### config.mk
export PLATFORM = sky130hd
export DESIGN_NAME = aux_memory_dma_controller
export DESIGN_NICKNAME = d
export VERILOG_FILES = /design/src/rtl/amdc_pkg.sv /design/src/rtl/amdc_front.sv /design/src/rtl/amdc_back.sv /design/src/rtl/amdc_outq.sv /design/src/rtl/aux_memory_dma_controller.sv
export SDC_FILE = /design/constraint.sdc
export NUM_CORES = 1
export LEC_CHECK = 0
export ABC_AREA = 1
export BUFFER_PORTS_ARGS = -buffer_cell sky130_fd_sc_hd__buf_2
export CELL_PAD_IN_SITES_DETAIL_PLACEMENT = 0
export CELL_PAD_IN_SITES_GLOBAL_PLACEMENT = 1
export CORE_AREA = 4 4 239 241
export CTS_CLUSTER_SIZE = 28
export DETAILED_ROUTE_END_ITERATION = 12
export DIE_AREA = 0 0 243 245
export HOLD_SLACK_MARGIN = 0.03
export PLACE_DENSITY = 0.74
export SKIP_LAST_GASP = 1
export SYNTH_ARGS = -nofsm -noshare
export SYNTH_HDL_FRONTEND = slang
export SYNTH_SLANG_ARGS = --single-unit
### constraint.sdc
create_clock -name clk -period 8 [get_ports clk]
set_input_delay 1.2 -clock clk [delete_from_list [all_inputs] [get_ports clk]]
set_output_delay 1.2 -clock clk [all_outputs]
set_load 0.03 [all_outputs]
### src/rtl/amdc_pkg.sv
// Shared types, codes and constants of the aux memory DMA controller.
package amdc_pkg;

	// Field widths
	localparam int ADDR_W  = 26;
	localparam int LEN_W   = 28;
	localparam int DATA_W  = 32;
	localparam int SEL_W   = 4;
	localparam int REQ_W   = 2;
	localparam int KIND_W  = 3;
	localparam int TICK_W  = 16;
	localparam int SIZE_W  = 16;

	// Memory geometry
	localparam longint AUX_BYTES   = 64'd16777216;
	localparam int     BURST_BYTES = 32;
	localparam logic [ADDR_W-1:0] BOOT_MAIN = 26'h100_0000;

	// Depth of the queues between front, back and the result side
	localparam int QDEPTH = 2;
	localparam int QPTR_W = (QDEPTH > 1) ? $clog2(QDEPTH) : 1;
	localparam int QCNT_W = $clog2(QDEPTH + 1);

	// Request types
	localparam logic [REQ_W-1:0] REQ_WRITE = 2'd0;
	localparam logic [REQ_W-1:0] REQ_READ  = 2'd1;
	localparam logic [REQ_W-1:0] REQ_TICK  = 2'd2;
	localparam logic [REQ_W-1:0] REQ_CLEAR = 2'd3;

	// Register selectors
	localparam logic [SEL_W-1:0] SEL_MAIN_HI  = 4'd0;
	localparam logic [SEL_W-1:0] SEL_MAIN_LO  = 4'd1;
	localparam logic [SEL_W-1:0] SEL_AUX_HI   = 4'd2;
	localparam logic [SEL_W-1:0] SEL_AUX_LO   = 4'd3;
	localparam logic [SEL_W-1:0] SEL_COUNT_HI = 4'd4;
	localparam logic [SEL_W-1:0] SEL_COUNT_LO = 4'd5;
	localparam logic [SEL_W-1:0] SEL_MAIN_W   = 4'd6;
	localparam logic [SEL_W-1:0] SEL_AUX_W    = 4'd7;
	localparam logic [SEL_W-1:0] SEL_COUNT_W  = 4'd8;
	localparam logic [SEL_W-1:0] SEL_SIZE     = 4'd9;
	localparam logic [SEL_W-1:0] SEL_MODE     = 4'd10;
	localparam logic [SEL_W-1:0] SEL_REFRESH  = 4'd11;

	// Transfer command kinds
	localparam logic [KIND_W-1:0] XK_NONE  = 3'd0;
	localparam logic [KIND_W-1:0] XK_M2A   = 3'd1;
	localparam logic [KIND_W-1:0] XK_A2M   = 3'd2;
	localparam logic [KIND_W-1:0] XK_ZFILL = 3'd3;
	localparam logic [KIND_W-1:0] XK_BOOT  = 3'd4;

	// Configuration register indexes
	localparam logic CFG_INT_MASK    = 1'b0;
	localparam logic CFG_SLICE_TICKS = 1'b1;

	// Input word
	typedef struct packed {
		logic [REQ_W-1:0]  req_type;
		logic [SEL_W-1:0]  reg_sel;
		logic [DATA_W-1:0] wdata;
	} in_item_t;

	// Result word
	typedef struct packed {
		logic [DATA_W-1:0] rdata;
		logic [KIND_W-1:0] xfer_kind;
		logic [ADDR_W-1:0] xfer_main_addr;
		logic [ADDR_W-1:0] xfer_aram_addr;
		logic [LEN_W-1:0]  xfer_len;
		logic              busy_res;
		logic              int_flag;
		logic              irq;
	} result_t;

	// Classified request handed from front to back
	typedef struct packed {
		logic              wr;
		logic              rd;
		logic              tick;
		logic              clr;
		logic              start;
		logic [SEL_W-1:0]  sel;
		logic [DATA_W-1:0] wdata;
	} cmd_t;

endpackage

### src/rtl/amdc_front.sv
// Front end: accepts request words, classifies them and queues them for the back end.
module amdc_front (
	input  logic              clk,
	input  logic              arst_n,
	input  logic              push,
	output logic              full,
	input  amdc_pkg::in_item_t req,
	input  logic              take,
	output logic              cmd_valid,
	output amdc_pkg::cmd_t    cmd
);
	import amdc_pkg::*;

	cmd_t              fifo_q [QDEPTH];
	logic [QPTR_W-1:0] wr_ptr_q;
	logic [QPTR_W-1:0] rd_ptr_q;
	logic [QCNT_W-1:0] cnt_q;
	cmd_t              cls;
	logic              do_push;
	logic              do_pop;

	// Classify the incoming word
	always_comb begin
		cls.wr    = (req.req_type == REQ_WRITE);
		cls.rd    = (req.req_type == REQ_READ);
		cls.tick  = (req.req_type == REQ_TICK);
		cls.clr   = (req.req_type == REQ_CLEAR);
		cls.start = (req.req_type == REQ_WRITE) &&
			((req.reg_sel == SEL_COUNT_LO) || (req.reg_sel == SEL_COUNT_W));
		cls.sel   = req.reg_sel;
		cls.wdata = req.wdata;
	end

	assign full      = (cnt_q == QCNT_W'(QDEPTH));
	assign do_push   = push && !full;
	assign cmd_valid = (cnt_q != '0);
	assign do_pop    = take && cmd_valid;
	assign cmd       = fifo_q[rd_ptr_q];

	// Store the classified word
	always_ff @(posedge clk) begin
		if (do_push) begin
			fifo_q[wr_ptr_q] <= cls;
		end
	end

	// Advance pointers and fill count
	always_ff @(posedge clk or negedge arst_n) begin
		if (!arst_n) begin
			wr_ptr_q <= '0;
			rd_ptr_q <= '0;
			cnt_q    <= '0;
		end else begin
			if (do_push) begin
				wr_ptr_q <= (wr_ptr_q == QPTR_W'(QDEPTH - 1)) ? '0 : wr_ptr_q + 1'b1;
			end
			if (do_pop) begin
				rd_ptr_q <= (rd_ptr_q == QPTR_W'(QDEPTH - 1)) ? '0 : rd_ptr_q + 1'b1;
			end
			if (do_push && !do_pop) begin
				cnt_q <= cnt_q + 1'b1;
			end else if (do_pop && !do_push) begin
				cnt_q <= cnt_q - 1'b1;
			end
		end
	end

	a_front_cnt: assert property (@(posedge clk) disable iff (!arst_n)
		cnt_q <= QCNT_W'(QDEPTH))
		else $error("front queue over depth");
	a_front_pop: assert property (@(posedge clk) disable iff (!arst_n)
		do_pop && !do_push |=> cnt_q == $past(cnt_q) - 1'b1)
		else $error("front queue lost a word");

endmodule

### src/rtl/amdc_back.sv
// Back end: holds DMA state and configuration, executes one request word per cycle unless the result queue is full.
module amdc_back (
	input  logic                 clk,
	input  logic                 arst_n,
	input  logic                 cfg_we,
	input  logic                 cfg_idx,
	input  logic [15:0]          cfg_wdata,
	input  logic                 cmd_valid,
	input  amdc_pkg::cmd_t       cmd,
	output logic                 take,
	input  logic                 res_full,
	output logic                 res_push,
	output amdc_pkg::result_t    res_in
);
	import amdc_pkg::*;

	localparam logic [ADDR_W:0]   AUX_LIMIT = (ADDR_W + 1)'(AUX_BYTES);
	localparam logic [ADDR_W-1:0] BURST_A   = ADDR_W'(BURST_BYTES);

	logic              int_mask_q;
	logic [TICK_W-1:0] slice_ticks_q;
	logic [ADDR_W-1:0] main_q, aux_q, cnt_q;
	logic              dir_q, busy_q, pend_q;
	logic [SIZE_W-1:0] size_q;
	logic [TICK_W-1:0] slice_q;

	logic [ADDR_W-1:0] main_d, aux_d, cnt_d;
	logic              dir_d, busy_d, pend_d;
	logic [SIZE_W-1:0] size_d;
	logic [TICK_W-1:0] slice_d;
	logic [TICK_W-1:0] ticks_eff;
	logic [KIND_W-1:0] kind;
	logic [ADDR_W-1:0] xm, xa;
	logic [LEN_W-1:0]  xl;
	logic [DATA_W-1:0] rd;

	assign take      = cmd_valid && !res_full;
	assign res_push  = take;
	assign ticks_eff = (slice_ticks_q == '0) ? TICK_W'(1) : slice_ticks_q;

	// Execute one request against the current state
	always_comb begin
		main_d  = main_q;
		aux_d   = aux_q;
		cnt_d   = cnt_q;
		dir_d   = dir_q;
		busy_d  = busy_q;
		pend_d  = pend_q;
		size_d  = size_q;
		slice_d = slice_q;
		kind    = XK_NONE;
		xm      = '0;
		xa      = '0;
		xl      = '0;
		rd      = '0;

		// register writes
		if (cmd.wr) begin
			unique case (cmd.sel)
				SEL_MAIN_HI:  main_d[25:16] = cmd.wdata[9:0];
				SEL_MAIN_LO:  main_d[15:5]  = cmd.wdata[15:5];
				SEL_AUX_HI:   aux_d[25:16]  = cmd.wdata[9:0];
				SEL_AUX_LO:   aux_d[15:5]   = cmd.wdata[15:5];
				SEL_COUNT_HI: begin
					dir_d         = cmd.wdata[15];
					cnt_d[25:16]  = cmd.wdata[9:0];
				end
				SEL_COUNT_LO: cnt_d[15:5]   = cmd.wdata[15:5];
				SEL_MAIN_W:   main_d = {cmd.wdata[25:5], 5'b0};
				SEL_AUX_W:    aux_d  = {cmd.wdata[25:5], 5'b0};
				SEL_COUNT_W: begin
					dir_d = cmd.wdata[31];
					cnt_d = {cmd.wdata[25:5], 5'b0};
				end
				SEL_SIZE:     size_d = cmd.wdata[15:0];
				default:      ;
			endcase
		end

		// start a transfer on a count write while idle
		if (cmd.start && !busy_q) begin
			priority if ((main_d == BOOT_MAIN) && (aux_d == '0)) begin
				kind   = XK_BOOT;
				xm     = main_d;
				xl     = {cnt_d, 2'b00};
				cnt_d  = '0;
				pend_d = 1'b1;
			end else if ({1'b0, aux_d} >= AUX_LIMIT) begin
				if (dir_d) begin
					kind   = XK_ZFILL;
					xm     = main_d;
					xa     = aux_d;
					xl     = {2'b00, cnt_d};
					cnt_d  = '0;
					pend_d = 1'b1;
				end
			end else if (cnt_d == '0) begin
				pend_d = 1'b1;
			end else begin
				busy_d  = 1'b1;
				slice_d = ticks_eff;
			end
		end

		// tick: count down the slice, issue a burst when it runs out
		if (cmd.tick && busy_q) begin
			if (slice_q > TICK_W'(1)) begin
				slice_d = slice_q - 1'b1;
			end else begin
				slice_d = ticks_eff;
				if (cnt_q != '0) begin
					kind   = dir_q ? XK_A2M : XK_M2A;
					xm     = main_q;
					xa     = aux_q;
					xl     = LEN_W'(BURST_BYTES);
					main_d = main_q + BURST_A;
					aux_d  = aux_q + BURST_A;
					cnt_d  = cnt_q - BURST_A;
				end
				if (cnt_d == '0) begin
					busy_d = 1'b0;
					pend_d = 1'b1;
				end
			end
		end

		// drop the interrupt flag
		if (cmd.clr) begin
			pend_d = 1'b0;
		end

		// register reads
		if (cmd.rd) begin
			unique case (cmd.sel)
				SEL_MAIN_HI:  rd = {22'b0, main_q[25:16]};
				SEL_MAIN_LO:  rd = {16'b0, main_q[15:5], 5'b0};
				SEL_AUX_HI:   rd = {22'b0, aux_q[25:16]};
				SEL_AUX_LO:   rd = {16'b0, aux_q[15:5], 5'b0};
				SEL_COUNT_HI: rd = {16'b0, dir_q, 5'b0, cnt_q[25:16]};
				SEL_COUNT_LO: rd = {16'b0, cnt_q[15:5], 5'b0};
				SEL_MAIN_W:   rd = {6'b0, main_q};
				SEL_AUX_W:    rd = {6'b0, aux_q};
				SEL_COUNT_W:  rd = {dir_q, 5'b0, cnt_q};
				SEL_SIZE:     rd = {16'b0, size_q};
				SEL_MODE:     rd = DATA_W'(1);
				default:      rd = '0;
			endcase
		end
	end

	// Assemble the result word
	always_comb begin
		res_in.rdata          = rd;
		res_in.xfer_kind      = kind;
		res_in.xfer_main_addr = xm;
		res_in.xfer_aram_addr = xa;
		res_in.xfer_len       = xl;
		res_in.busy_res       = busy_d;
		res_in.int_flag       = pend_d;
		res_in.irq            = pend_d & int_mask_q;
	end

	// Hold configuration
	always_ff @(posedge clk or negedge arst_n) begin
		if (!arst_n) begin
			int_mask_q    <= 1'b0;
			slice_ticks_q <= TICK_W'(1);
		end else if (cfg_we) begin
			unique case (cfg_idx)
				CFG_INT_MASK:    int_mask_q    <= cfg_wdata[0];
				CFG_SLICE_TICKS: slice_ticks_q <= cfg_wdata;
				default:         ;
			endcase
		end
	end

	// Commit state for each executed word
	always_ff @(posedge clk or negedge arst_n) begin
		if (!arst_n) begin
			main_q  <= '0;
			aux_q   <= '0;
			cnt_q   <= '0;
			dir_q   <= 1'b0;
			busy_q  <= 1'b0;
			pend_q  <= 1'b0;
			size_q  <= '0;
			slice_q <= '0;
		end else if (take) begin
			main_q  <= main_d;
			aux_q   <= aux_d;
			cnt_q   <= cnt_d;
			dir_q   <= dir_d;
			busy_q  <= busy_d;
			pend_q  <= pend_d;
			size_q  <= size_d;
			slice_q <= slice_d;
		end
	end

	a_align: assert property (@(posedge clk) disable iff (!arst_n)
		(main_q[4:0] == '0) && (aux_q[4:0] == '0) && (cnt_q[4:0] == '0))
		else $error("address or count lost burst alignment");
	a_burst_len: assert property (@(posedge clk) disable iff (!arst_n)
		res_push && ((kind == XK_M2A) || (kind == XK_A2M)) |->
			busy_q && (xl == LEN_W'(BURST_BYTES)))
		else $error("burst command outside a running transfer");
	a_busy_start: assert property (@(posedge clk) disable iff (!arst_n)
		$rose(busy_q) |-> (cnt_q != '0) && (slice_q != '0))
		else $error("transfer started with empty count or slice");

endmodule

### src/rtl/amdc_outq.sv
// Result queue: holds finished result words until the consumer pops them.
module amdc_outq (
	input  logic                clk,
	input  logic                arst_n,
	input  logic                res_push,
	input  amdc_pkg::result_t   res_in,
	output logic                res_full,
	output logic                empty,
	input  logic                pop,
	output amdc_pkg::result_t   rsp
);
	import amdc_pkg::*;

	result_t           fifo_q [QDEPTH];
	logic [QPTR_W-1:0] wr_ptr_q;
	logic [QPTR_W-1:0] rd_ptr_q;
	logic [QCNT_W-1:0] cnt_q;
	logic              do_push;
	logic              do_pop;

	assign res_full = (cnt_q == QCNT_W'(QDEPTH));
	assign empty    = (cnt_q == '0);
	assign do_push  = res_push && !res_full;
	assign do_pop   = pop && !empty;
	assign rsp      = fifo_q[rd_ptr_q];

	// Store the result word
	always_ff @(posedge clk) begin
		if (do_push) begin
			fifo_q[wr_ptr_q] <= res_in;
		end
	end

	// Advance pointers and fill count
	always_ff @(posedge clk or negedge arst_n) begin
		if (!arst_n) begin
			wr_ptr_q <= '0;
			rd_ptr_q <= '0;
			cnt_q    <= '0;
		end else begin
			if (do_push) begin
				wr_ptr_q <= (wr_ptr_q == QPTR_W'(QDEPTH - 1)) ? '0 : wr_ptr_q + 1'b1;
			end
			if (do_pop) begin
				rd_ptr_q <= (rd_ptr_q == QPTR_W'(QDEPTH - 1)) ? '0 : rd_ptr_q + 1'b1;
			end
			if (do_push && !do_pop) begin
				cnt_q <= cnt_q + 1'b1;
			end else if (do_pop && !do_push) begin
				cnt_q <= cnt_q - 1'b1;
			end
		end
	end

	a_outq_cnt: assert property (@(posedge clk) disable iff (!arst_n)
		cnt_q <= QCNT_W'(QDEPTH))
		else $error("result queue over depth");
	a_outq_push: assert property (@(posedge clk) disable iff (!arst_n)
		res_push |-> !res_full)
		else $error("result pushed into a full queue");

endmodule

### src/rtl/aux_memory_dma_controller.sv
// Top level of the aux memory DMA controller: front end, back end and result queue.
//
//   channel   dir  handshake         word
//   request   in   push / full       req  (req_type, reg_sel, wdata)
//   result    out  empty / pop       rsp  (rdata, xfer_*, busy_res, int_flag, irq)
//   config    in   cfg_we            cfg_idx, cfg_wdata (0 int_mask, 1 slice_ticks)
//
// One request word per cycle while pop keeps up; every word yields exactly one result word.
// A result reaches rsp via the front queue, then the result queue that the back end writes.
// The back end logic per word is combinational: masks, three parallel 26-bit adds or subtracts, compares.
// Reset sets all but queue storage at once (slice_ticks to 1, else 0); no clearing pass is needed.
// With pop low the result queue fills, the back end stops and full rises after two more words.
module aux_memory_dma_controller (
	input  logic                clk,
	input  logic                arst_n,
	input  logic                push,
	output logic                full,
	input  amdc_pkg::in_item_t  req,
	output logic                empty,
	input  logic                pop,
	output amdc_pkg::result_t   rsp,
	input  logic                cfg_we,
	input  logic                cfg_idx,
	input  logic [15:0]         cfg_wdata
);
	import amdc_pkg::*;

	logic    cmd_valid;
	cmd_t    cmd;
	logic    take;
	logic    res_full;
	logic    res_push;
	result_t res_in;

	amdc_front u_front (
		.clk       (clk),
		.arst_n    (arst_n),
		.push      (push),
		.full      (full),
		.req       (req),
		.take      (take),
		.cmd_valid (cmd_valid),
		.cmd       (cmd)
	);

	amdc_back u_back (
		.clk       (clk),
		.arst_n    (arst_n),
		.cfg_we    (cfg_we),
		.cfg_idx   (cfg_idx),
		.cfg_wdata (cfg_wdata),
		.cmd_valid (cmd_valid),
		.cmd       (cmd),
		.take      (take),
		.res_full  (res_full),
		.res_push  (res_push),
		.res_in    (res_in)
	);

	amdc_outq u_outq (
		.clk      (clk),
		.arst_n   (arst_n),
		.res_push (res_push),
		.res_in   (res_in),
		.res_full (res_full),
		.empty    (empty),
		.pop      (pop),
		.rsp      (rsp)
	);

endmodule

# Yosys cells after proc, flatten, opt, wreduce, memory -nomap -nowiden
# Memory sizes are Yosys's and may differ from the RTL's.
# Index checks and enable logic that the tools add are counted.
# word_totals
mem_count,2
input_bits,60
latch_bits,0
regBits,138
ramBits,318
rom_bits,0
wordCells,191
out_inout_bits,120
# classes
div,0
muxes,95
bitwise_logic,2
n_reduce_logical,41
multipliers,0
addsub,12
n_shift,0
n_eq_ne,21
order_cmp,2
# mem_list
name,words,width,read_ports,rd_clocked_by_memory_dff,wr,line_no,source
u_outq.fifo_q,2,118,1,0,1,amdc_outq.sv:14,result_t fifo_q [QDEPTH];
u_front.fifo_q,2,41,1,0,1,amdc_front.sv:14,cmd_t fifo_q [QDEPTH];
# op_table
cell,count
$mux 26,33
$pmux 32 s11,1
$mux 28,6
$mux 16,7
$logic_not 26->1,3
$pmux 10 s2,3
$add 26x6->26 const B,2
$mux 11,3
$mux 32,1
$eq 26x25->1 const B,1
$ge 26x25->1 const B,1
$reduce_bool 26->1,1
$sub 26x6->26 const B,1
$mux 1,25
$eq 4x3->1 const B,5
$mux 3,6
$eq 4x4->1 const B,4
$gt 16x1->1 const B,1
$logic_not 16->1,1
$sub 16x1->16 const B,1
$mux 5,3
$logic_and 1x1->1,13
$mux 2,6
$eq 2x2->1 const B,4
19 further kinds,41

# Longest topological paths before layout
# An unclocked memory read counts as a cell.
# depth
word_depth,18
depth_mapped,27
mapped_depth_nobuf,26

# Cells and area by module
# From an unflattened synthesis, not the netlist that was laid out.
# unflattened
cells_unflattened,2542
hier_area_um2,22819.4
# by_module_without_submodules
mod,cells_per_inst,area_each_um2,seq_area_each_um2,n_inst
amdc_back,1634,10577.6,3254.4,1
amdc_outq,648,8929.8,7186.9,1
amdc_front,260,3311.9,2562.5,1

# Worst setup path before layout
# OpenSTA, ideal clock, no wires.
# synth_timing
kind,reg2reg
from,reg u_outq.cnt_q[1]
to,mem u_outq.fifo_q[1][0] (netlist name) (enable)
setup_slack_ns,1.691
arrival_time_ns,5.721
required_time_ns,7.412
path_buffers,2
period_less_slack_ns,6.309
path_stages_with_launch,6
setup_ns,0.588
path_cell_list,dfrtp_1 -> inv_1 -> o22ai_1 -> clkbuf_1 -> buf_1 -> nor2_1
# synth_between
elab_chain_len,6
# synth_rtl
item,line_no,source
"start, declared",amdc_outq.sv:17,logic [QCNT_W-1:0] cnt_q;
"start signal, assigned",amdc_outq.sv:48,cnt_q <= cnt_q + 1'b1;
"start signal, assigned",amdc_outq.sv:50,cnt_q <= cnt_q - 1'b1;
$eq 2x2->1 *,amdc_outq.sv:21,assign res_full = (cnt_q == QCNT_W'(QDEPTH));
$logic_not 1->1 *,"amdc_back.sv:37, amdc_outq.sv:23",
$logic_and 1x1->1,amdc_back.sv:37,assign take = cmd_valid && !res_full;
$logic_and 1x1->1 *,amdc_outq.sv:23,assign do_push = res_push && !res_full;
$mux 1 *,amdc_outq.sv:29,if (do_push) begin
$mux 1 (implied by the code) *,amdc_outq.sv:30,fifo_q[wr_ptr_q] <= res_in;
"end, declared",amdc_outq.sv:14,
# Mark *: on every way between the ends. The rest lies on a longest branch, timed or not.

==> metrics <==
Final min period between 6 and 7 ns; ANT nets after route 0; nets@finish around 2600; actual slew at the worst max-slew pin between 1 and 1.5 ns; PwrDens roughly 470 mW/mm²; die area 0.0595 mm²; CP max FO 50; f_max around 170 MHz; Sink Count about 440; Worst Hold End u_back.aux_q[3]; relative slew slack 0.108; Site Rows between 80 and 90; chip height 245 µm; Worst Hold Path Cells 2; Critical Path Start Type register; clock slew at reported path FFs about 0.060 ns; mapped cell area between 0.02 and 0.025 mm²; most common cell after layout, fill and taps aside nand2_1; Final Slew Violations 0; total I/O pin count 180; drt initial violations 1900; most frequent cells in the layout 718 x nand2_1, 298 x edfxtp_1, 219 x inv_1; CTS tree yes; multi-input logic area slightly above 0.008 mm²; r2r startpoint u_front.rd_ptr_q; Tot Pwr ~12 mW; post-route setup slack around 2 ns; initial antenna violation count 1; Crit Reg-Reg Endpoint u_outq.fifo_q[0][0]; Detailed Place HPWL around 53000 µm; Antenna Cells 0; Syn Area/Cell roughly 9 µm²; drt via density 5.49; dpl ws approximately 2.1 ns; setup TNS 0 ns; CTS max path bufs 3; top cell type's share of synthesized area 0.410; CP max stage cell nor2_2; Unique masters post-synth between 60 and 70; Crit Path Class register to register; root buffer cell clkbuf_16; Synth area leader edfxtp_1; first-pass GRT wire length 109000 µm; number of global-route vias before repair 17100; non-filler cells, final roughly 3300; R2R setup slack a little under 2 ns; Post-DP Area 0.0233 mm²; worst stage delay on the critical path slightly below 0.7 ns; final hold violation count 0; max cap viols 0; HP Class register to register; static leakage power around 11 nW; Post-route DRC 0; Mapped Cells ~2400; RSZ-0062 raised after global routing no; FILL cells approximately 5300; synthesized flop and latch total 436; register area share after synthesis 0.568; CP arrival roughly 6.5 ns; Area Overhead vs Synth 14.2%; Initial Utilization 0.398; port buffer count between 150 and 200; final setup skew 0.0289 ns; final-report setup violation count 0; fraction of layout cells with a size suffix above 1 0.147; Max VDD drop about 280 µV; Ys Warns 0; Hold Buf Count CTS 0; largest net degree at the start of global routing between 80 and 90; hold slack about 0.47 ns; Hold Path Origin u_back.aux_q[3]; Reg2Reg Depth 24; post-layout util 0.454; drt total wl 72900 µm; cts repair resizes 0; crit-path cells buf_4 > inv_2 > nand2_4 > nand2_4 > nor2_2 > nand2_2 > inv_2 > nand2_2 > nand2_4 > inv_2 > a211oi_1 > nor2_1 > inv_2 > nor2_2 > nand2_2 > nand2_2 > inv_2 > o211ai_1 > nand3_1 > nor2_1 > nand3_1 > nand2_1 > nand2_1 > nor2_1; CTS buffer count 48; post-CTS setup buffers 0; placed insts 3189; vias between 15000 and 20000; status finished, final reports clean; cell mode on critical path inv_2; Post-synth EDFFs slightly below 300; die width 243 µm; Total GRT Usage 0.241; critical path endpoint category register; Final Cell Area approximately 0.025 mm²; DR WL/cell between 20 and 25 µm; GP Congestion between 1 and 1.5; top post-synthesis cells by area edfxtp_1 41%, dfrtp_1 16%, nand2_1 12%; fin crit share 0.752; H-tree levels 2; Clock Latency Late Sink about 0.61 ns; ys flop type edfxtp_1; CORE AREA 0.0549 mm²; Critical Path RT roughly 8.4 ns; grt total ovfl 0; ys async rst share 0.317; Pre-antenna DRT Iters 6; Reg area about 0.012 mm²
==> worst max path at each step <==
stage | startpoint | end | cells past startpoint
after floorplan | u_outq.cnt_q[1] | u_outq.fifo_q[1][0] | 5
after global placement | u_front.rd_ptr_q | u_outq.fifo_q[0][0] | 20
after detailed placement | u_front.rd_ptr_q | u_outq.fifo_q[0][0] | 20
after CTS | u_front.rd_ptr_q | u_outq.fifo_q[0][0] | 20
after global routing | u_front.rd_ptr_q | u_outq.fifo_q[1][0] | 22
final | u_front.rd_ptr_q | u_outq.fifo_q[0][0] | 24
==> critical path, delay by kind of cell (launching register included) <==
family / cells / cell delay [ns]
AOI/OAI and AO/OA: 2 / 0.31
buffers and inverters: 6 / 1.86
DFF: 1 / 0.36
and+or+nand+nor: 16 / 3.22
==> sequential cells by signal, indices dropped and copies added (netlist names) <==
register and flops:
u_back.slice_q 16, u_front.cnt_q 2, u_back.size_q 16, u_back.slice_ticks_q 16, u_back.cnt_q 26, u_back.aux_q 26, u_back.pend_q 1, u_outq.fifo_q 226
u_back.dir_q 1, u_back.main_q 26, u_front.rd_ptr_q 1, u_front.wr_ptr_q 1, u_outq.wr_ptr_q 1, u_outq.cnt_q 2, u_outq.rd_ptr_q 1, u_back.busy_q 1
u_back.int_mask_q 1, u_front.fifo_q 72
==> cell families (layout without fill, tap and decap cells) <==
group	after synthesis	in the layout	share of synthesized area
buf+inv	341	521	0.0642
compound gates	382	382	0.111
simple gates	1154	1154	0.225
other cells	1	5	0.000172
xor+xnor	57	57	0.0229
flops	436	436	0.568
mux	10	10	0.00504
fa+ha+maj	7	7	0.00401
==> metal layers <==
metal / up-vias / routed length (µm) / global-route usage
li1: 8385 / - / -
met1: 8641 / 30600 / 0.325
met2: 779 / 33500 / 0.387
met3: 186 / 5150 / 0.0346
met4: 2 / 3700 / 0.111
met5: - / 8 / 0
==> where the power goes <==
part | leakage, nW | total [mW] | switching [mW] | internal [mW]
combinational | 5.41 | 5.45 | 4.14 | 1.31
clock | 0.768 | 2.25 | 0.946 | 1.30
sequential | 4.60 | 3.92 | 0.429 | 3.49
==> Yosys cell counts, types with 4 or more instances <==
cell	n
a21oi_2	4
ha_1	7
a2111oi_0	4
nand3_1	87
xor2_1	50
nor2_4	7
buf_2	20
nand2_1	718
a221oi_1	6
o21ai_1	19
a31oi_1	9
clkbuf_1	59
dfrtp_1	137
o21ai_2	6
nand4_1	30
nand2_2	19
edfxtp_1	298
xnor2_1	7
o211ai_1	16
o32ai_1	7
nor4_1	18
nor2_2	9
o22ai_1	80
a21oi_1	48
o21ai_0	112
clkinv_1	5
buf_6	9
inv_1	220
nor2_1	202
or2_2	6
buf_4	7
o221ai_1	35
buf_1	9
nor3_1	31
a22oi_1	9
inv_2	11
mux2_2	8
nand2_4	14
o21a_1	5
==> layout make-up <==
class / count / share of cell area
clock buffers: 58 / 0.0509
clock inverters: 29 / 0.0129
inverters: 237 / 0.0358
multi-input cells: 1615 / 0.325
flip-flops and latches: 436 / 0.498
well taps: 704 / 0.0353
repair buffers: 197 / 0.0426
No activity file was read; power rests on OpenSTA's default activity.
